**src/design/icd_pkg.sv**
```systemverilog
// Shared constants, codes and types of the interchain contact detector.
`default_nettype none

package icd_pkg;

   localparam int MAX_POINTS    = 4096;
   localparam int COORD_BITS    = 24;
   localparam int CHAIN_BITS    = 8;
   localparam int OPCODE_BITS   = 2;
   localparam int RADIUS_BITS   = 20;
   localparam int ADDR_BITS     = $clog2(MAX_POINTS);
   localparam int COUNT_BITS    = ADDR_BITS + 1;
   localparam int DIFF_BITS     = COORD_BITS + 1;
   localparam int SQ_BITS       = 2 * RADIUS_BITS;
   localparam int SUM_BITS      = SQ_BITS + 2;
   localparam int APB_ADDR_BITS = 3;
   localparam int APB_DATA_BITS = 32;

   localparam logic [RADIUS_BITS-1:0] RADIUS_RESET = RADIUS_BITS'(8192);

   typedef enum logic [OPCODE_BITS-1:0] {
      OP_LOAD  = 2'd0,
      OP_QUERY = 2'd1,
      OP_CLEAR = 2'd2
   } opcode_type;

   typedef enum logic [1:0] {
      ST_IDLE,
      ST_SCAN,
      ST_REPLY
   } state_type;

   // register index, taken from paddr[2]
   typedef enum logic {
      REG_RADIUS = 1'b0
   } reg_index_type;

   typedef struct packed {
      logic [CHAIN_BITS-1:0]        chain;
      logic signed [COORD_BITS-1:0] z;
      logic signed [COORD_BITS-1:0] y;
      logic signed [COORD_BITS-1:0] x;
   } point_type;

   typedef struct packed {
      logic hit;
      logic busy;
   } pipe_status_type;

endpackage

`default_nettype wire

```
**src/design/icd_dist_pipe.sv**
```systemverilog
// Three-stage distance test of a stored point against the query point.
`default_nettype none

module icd_dist_pipe (
   input  logic                            clock,
   input  logic                            reset,
   input  logic                            flush,
   input  logic                            issue,
   input  icd_pkg::point_type              rd_data,
   input  icd_pkg::point_type              query,
   input  logic [icd_pkg::RADIUS_BITS-1:0] radius,
   input  logic [icd_pkg::SQ_BITS-1:0]     radius_sq,
   output icd_pkg::pipe_status_type        status
);
   import icd_pkg::*;

   function automatic logic [DIFF_BITS-1:0] abs_diff(input logic [COORD_BITS-1:0] a,
                                                     input logic [COORD_BITS-1:0] b);
      logic [DIFF_BITS-1:0] d;
      d = {a[COORD_BITS-1], a} - {b[COORD_BITS-1], b};
      return d[DIFF_BITS-1] ? (~d + 1'b1) : d;
   endfunction

   logic v1_ff, v2_ff, v3_ff;
   logic ok2_ff, ok3_ff;
   logic ok2_in;
   logic [DIFF_BITS-1:0]   ax, ay, az;
   logic [RADIUS_BITS-1:0] dx_ff, dy_ff, dz_ff;
   logic [SQ_BITS-1:0]     sqx_ff, sqy_ff, sqz_ff;
   logic [SUM_BITS-1:0]    sum;

   // stage A: axis distances, box reject, chain check
   always_comb begin
      ax = abs_diff(query.x, rd_data.x);
      ay = abs_diff(query.y, rd_data.y);
      az = abs_diff(query.z, rd_data.z);
      ok2_in = v1_ff && (query.chain != rd_data.chain)
               && (ax <= radius) && (ay <= radius) && (az <= radius);
   end

   always_ff @(posedge clock) begin
      if (reset || flush) begin
         v1_ff  <= 1'b0;
         v2_ff  <= 1'b0;
         v3_ff  <= 1'b0;
         ok2_ff <= 1'b0;
         ok3_ff <= 1'b0;
      end else begin
         v1_ff  <= issue;
         v2_ff  <= v1_ff;
         v3_ff  <= v2_ff;
         ok2_ff <= ok2_in;
         ok3_ff <= ok2_ff;
      end
   end

   // axes passing the box test fit the radius width
   always_ff @(posedge clock) begin
      dx_ff  <= RADIUS_BITS'(ax);
      dy_ff  <= RADIUS_BITS'(ay);
      dz_ff  <= RADIUS_BITS'(az);
      sqx_ff <= dx_ff * dx_ff;
      sqy_ff <= dy_ff * dy_ff;
      sqz_ff <= dz_ff * dz_ff;
   end

   // stage C: sum of squares against radius squared
   assign sum = SUM_BITS'(sqx_ff) + SUM_BITS'(sqy_ff) + SUM_BITS'(sqz_ff);

   always_comb begin
      status.hit  = v3_ff && ok3_ff && !flush && (sum < SUM_BITS'(radius_sq));
      status.busy = v1_ff || v2_ff || v3_ff;
   end

endmodule

`default_nettype wire

```
**config.mk**
```make
export PLATFORM = sky130hd
export DESIGN_NAME = icd_dist_pipe
export DESIGN_NICKNAME = d
export VERILOG_FILES = /design/src/design/icd_pkg.sv /design/src/design/icd_dist_pipe.sv
export SDC_FILE = /design/constraint.sdc
export NUM_CORES = 2
export LEC_CHECK = 0
export BUFFER_PORTS_ARGS = -buffer_cell sky130_fd_sc_hd__buf_2
export CAP_MARGIN = 20
export CORE_ASPECT_RATIO = 1.5
export CORE_UTILIZATION = 25
export CTS_CLUSTER_DIAMETER = 30
export CTS_CLUSTER_SIZE = 14
export DETAILED_ROUTE_END_ITERATION = 8
export PLACE_DENSITY = 0.44
export SETUP_SLACK_MARGIN = 0.3
export SLEW_MARGIN = 40
export SYNTH_ARGS = -nofsm -noshare
export SYNTH_HDL_FRONTEND = slang
export SYNTH_SLANG_ARGS = --single-unit
```
**constraint.sdc**
```tcl
create_clock -name clock -period 19.49 [get_ports clock]
set_input_delay 0 -clock clock [delete_from_list [all_inputs] [get_ports clock]]
set_output_delay 0 -clock clock [all_outputs]
set_load 0.01 [all_outputs]
```
==> flow_results.xml <==
<?xml version="1.0" encoding="UTF-8"?>
<metrics>
  <group name="cts">
    <metric name="cts-htree-levels" unit="">4</metric>
    <metric name="clock_transition_at_the_registers_of_the_reported_paths" unit="ns">0.08</metric>
    <metric name="number_of_buffers_created_by_cts" unit="">17</metric>
    <metric name="tritoncts" unit="">built</metric>
    <metric name="maximum_clock_insertion_buffer_count" unit="">2</metric>
    <metric name="cts_setup_buffers" unit="">0</metric>
    <metric name="clkLatencyLatePin" unit="ns">0.52</metric>
    <metric name="clock-sinks" unit="">182</metric>
    <metric name="clockRootBuffer" unit="">clkbuf_16</metric>
  </group>
  <group name="routing">
    <metric name="routed_wire_length_per_instance" unit="µm">17.85</metric>
    <metric name="drt_drc_violations_left" unit="">0</metric>
    <metric name="route.antenna.remaining_nets" unit="">0</metric>
    <metric name="routed_wl" unit="mm">142.6</metric>
    <metric name="via_per_inst" unit="">4.471</metric>
    <metric name="drt_first_iter_violations" unit="">1214</metric>
    <metric name="drt_first_pass_iters" unit="">5</metric>
    <metric name="total_via_count_after_detailed_routing" unit="">35720</metric>
  </group>
  <group name="synthesis">
    <metric name="postSynth.asyncResetShare" unit="%">0</metric>
    <metric name="synth_area_per_inst" unit="µm²">9.042</metric>
    <metric name="most_used_standard_cell_by_instance_count_after_synthesis" unit="">inv_1</metric>
    <metric name="syn_inst" unit="">5338</metric>
    <metric name="synth_edf_count" unit="">0</metric>
    <metric name="synth.largest_area_cell" unit="">fa_1</metric>
    <metric name="synth_warnings" unit="">0</metric>
    <metric name="netlist.area_leader.share" unit="%">36.33</metric>
    <metric name="postSynthRegisterBits" unit="">182</metric>
    <metric name="yosys_most_used_dff" unit="">dfxtp_1</metric>
    <metric name="synth.yosys.seq_area_share" unit="%">7.549</metric>
    <metric name="netlist_top_cells_count" unit="">1217 x inv_1, 876 x fa_1, 666 x ha_1</metric>
    <metric name="synth.distinct_cells" unit="">100</metric>
    <metric name="post_synth_instance_area" unit="µm²">48270</metric>
    <metric name="synth.top_cells.by_area" unit="">fa_1 36%, ha_1 17%, inv_1 9.5%</metric>
  </group>
  <group name="floorplan">
    <metric name="coreArea" unit="µm²">192000</metric>
    <metric name="die_y" unit="µm">540.2</metric>
    <metric name="initial_utilization" unit="%">25.14</metric>
    <metric name="floorplan.rows" unit="">197</metric>
    <metric name="fp.dieArea" unit="µm²">194900</metric>
    <metric name="io_pins" unit="">226</metric>
    <metric name="die_x" unit="µm">360.8</metric>
  </group>
  <group name="final_layout">
    <metric name="n_fill_cell" unit="">20590</metric>
    <metric name="ff_latch_area" unit="µm²">3671</metric>
    <metric name="layout-area-overhead-vs-synth" unit="%">9.856</metric>
    <metric name="layout-drive-gt1-share" unit="%">7.000</metric>
    <metric name="num-nets-final" unit="">7253</metric>
    <metric name="multi_input_comb_area" unit="µm²">39530</metric>
  </group>
  <group name="run">
    <metric name="cap_viol_max_count" unit="">0</metric>
  </group>
  <group name="timing">
    <metric name="final.min_clock_period" unit="ns">8.546</metric>
    <metric name="final.period_utilization" unit="%">43.85</metric>
    <metric name="timing_worst_slew_pin_value" unit="ns">0.8117</metric>
    <metric name="rsz0062_at_grt" unit="">no</metric>
    <metric name="setup_viol" unit="">0</metric>
    <metric name="fin_worst_skew" unit="ns">0.02498</metric>
    <metric name="fmaxAchievable" unit="MHz">117.0</metric>
    <metric name="slew_headroom" unit="%">45.50</metric>
    <metric name="finalMaxSlewViolations" unit="">0</metric>
    <metric name="total_neg_setup_slack" unit="ns">0</metric>
    <metric name="hold_violations" unit="">0</metric>
  </group>
  <group name="critical_path">
    <metric name="critical_path_required" unit="ns">19.93</metric>
    <metric name="worst_path_fanout_max" unit="">20</metric>
    <metric name="worstSetupStartpointType" unit="">flip-flop</metric>
    <metric name="critical_path_class" unit="">flip-flop to flip-flop</metric>
    <metric name="critPathCaptureType" unit="">flip-flop</metric>
    <metric name="timing.critical_path.arrival" unit="ns">8.99</metric>
  </group>
  <group name="place">
    <metric name="number_of_buffers_inserted_by_port_buffering" unit="">225</metric>
    <metric name="gp_congestion" unit="">0.8344</metric>
    <metric name="post-dp-hpwl" unit="mm">124.7</metric>
  </group>
  <group name="global_route">
    <metric name="vias_in_the_first_global_route" unit="">39360</metric>
    <metric name="grt_usage" unit="%">15.02</metric>
    <metric name="grt_antenna_before_repair" unit="">4</metric>
    <metric name="maximum_number_of_pins_on_one_net_before_global_route_repair" unit="">26</metric>
    <metric name="grt_first_pass_wirelength" unit="mm">223.6</metric>
    <metric name="grt_overflow_total" unit="">0</metric>
  </group>
  <group name="min_path">
    <metric name="hold_class" unit="">input pin to flip-flop</metric>
  </group>
  <group name="run_status">
    <metric name="outcome" unit="">finished, final reports clean</metric>
  </group>
</metrics>
flip-flops by register name, indices dropped and copies added, names as in the netlist:
name / flops
sqx_ff: 39
sqy_ff: 39
sqz_ff: 39
dx_ff: 20
dy_ff: 20
dz_ff: 20
ok2_ff: 1
ok3_ff: 1
v1_ff: 1
v2_ff: 1
v3_ff: 1
repair_timing:
item	in CTS	in global routing
hold buffers	4	0
gates resized for setup	0	0
endpoints found under the hold margin	5	0
cells in the final DEF, fill, tap and decap left out, types with 7 or more instances in the layout:
| cell | n |
|---|---|
| nor4_1 | 8 |
| o21a_1 | 47 |
| nand2b_1 | 30 |
| o21bai_1 | 29 |
| a21boi_0 | 10 |
| o2111ai_1 | 7 |
| and2_1 | 236 |
| a21oi_1 | 217 |
| nor2_1 | 188 |
| a211oi_1 | 27 |
| nand4_1 | 37 |
| nor3_1 | 41 |
| a21o_1 | 139 |
| or2_2 | 13 |
| buf_4 | 43 |
| xor2_1 | 91 |
| a31oi_1 | 23 |
| o31ai_1 | 17 |
| clkbuf_16 | 17 |
| a221oi_1 | 7 |
| a211o_1 | 12 |
| and3_1 | 23 |
| nand3b_1 | 7 |
| buf_2 | 225 |
| a2111oi_0 | 8 |
| o211ai_1 | 19 |
| dfxtp_1 | 160 |
| fa_1 | 876 |
| o21ai_0 | 107 |
| nand3_1 | 44 |
| xnor2_1 | 204 |
| nand2_1 | 459 |
| nor2b_1 | 45 |
| ha_1 | 666 |
| or3_1 | 17 |
| a31o_2 | 13 |
| inv_1 | 1217 |
| dfxtp_2 | 22 |
routing by layer:
layer	vias to the layer above	track usage, %	wire length, µm
li1	17070	-	-
met1	17980	16.36	54750
met2	539	29.63	79510
met3	126	1.117	2723
met4	0	5.742	5592
met5	-	0	0
worst max-delay path: stages, from the launching register on:
cell      delay (ns)
dfxtp_1         0.85
nand2_1         0.25
fa_1            0.56
fa_1            0.55
inv_1           0.06
fa_1            0.50
inv_1           0.05
fa_1            0.54
inv_1           0.05
fa_1            0.45
fa_1            0.49
inv_1           0.05
fa_1            0.50
inv_1           0.05
ha_1            0.31
and3_1          0.17
a221oi_1        0.49
nor2b_1         0.12
or4_1           0.40
a21oi_1         0.35
o31ai_1         0.17
buf_4           0.19
a21boi_0        0.26
o21ai_0         0.19
o41ai_1         0.44
o21bai_1        0.12
a21oi_1         0.19
xnor2_1         0.12
layout make-up:
class                      count  area share [%]
antenna                        2        0.009439
clock buffer                  18          0.8282
clock inverter                14          0.4011
inverter                    1217           8.615
multi-input combinational   3797           74.55
sequential                   182           6.923
tap                         2487           5.868
timing repair buffer         272           2.808
final timing paths:
check,slack (ns),cells past startpoint,startpoint,to
worst max-delay path,10.94,27,dz_ff[9]$_DFF_P_,sqz_ff[39]$_DFF_P_
worst min-delay path,0.02,3,rd_data[0],dx_ff[0]$_DFF_P_
worst max register to register,10.94,27,dz_ff[9]$_DFF_P_,sqz_ff[39]$_DFF_P_
worst min register to register,0.43,1,ok2_ff$_SDFF_PP0_,ok3_ff$_SDFF_PP0_
cells by family (layout without fill, tap and decap cells):
family                     after synthesis  in the layout  synth area share [%]
adders and majority gates             1544           1544                 53.64
DFF                                    182            182                 7.549
AOI/OAI and AO/OA                      762            762                 10.63
and+or+nand+nor                       1184           1184                 11.96
muxes                                    7              7                0.1555
buffers and inverters                 1360           1521                 10.65
other                                    2              5               0.01556
xor gates and xnor gates               297            297                 5.405
metrics by stage:
| stage | hold WS (ns) | util [%] | cell area, µm² | instances | setup slack (ns) |
|---|---|---|---|---|---|
| final | 0.01954 | 27.62 | 53020 | 7989 | 10.94 |
| after global routing | 0.03785 | 27.62 | 53020 | 7989 | 10.42 |
| after CTS | 0.006848 | 27.60 | 53000 | 7987 | 10.74 |
| after detailed placement | 0.2132 | 27.24 | 52310 | 7951 | 10.76 |
| after global placement | 0.2157 | 27.22 | 52260 | 7951 | 10.80 |
| after floorplan | 0.1217 | - | 48270 | 5339 | 12.01 |
Power is not shown: default switching activity piles up to over one toggle a cycle in this logic, so the estimate is an artifact.
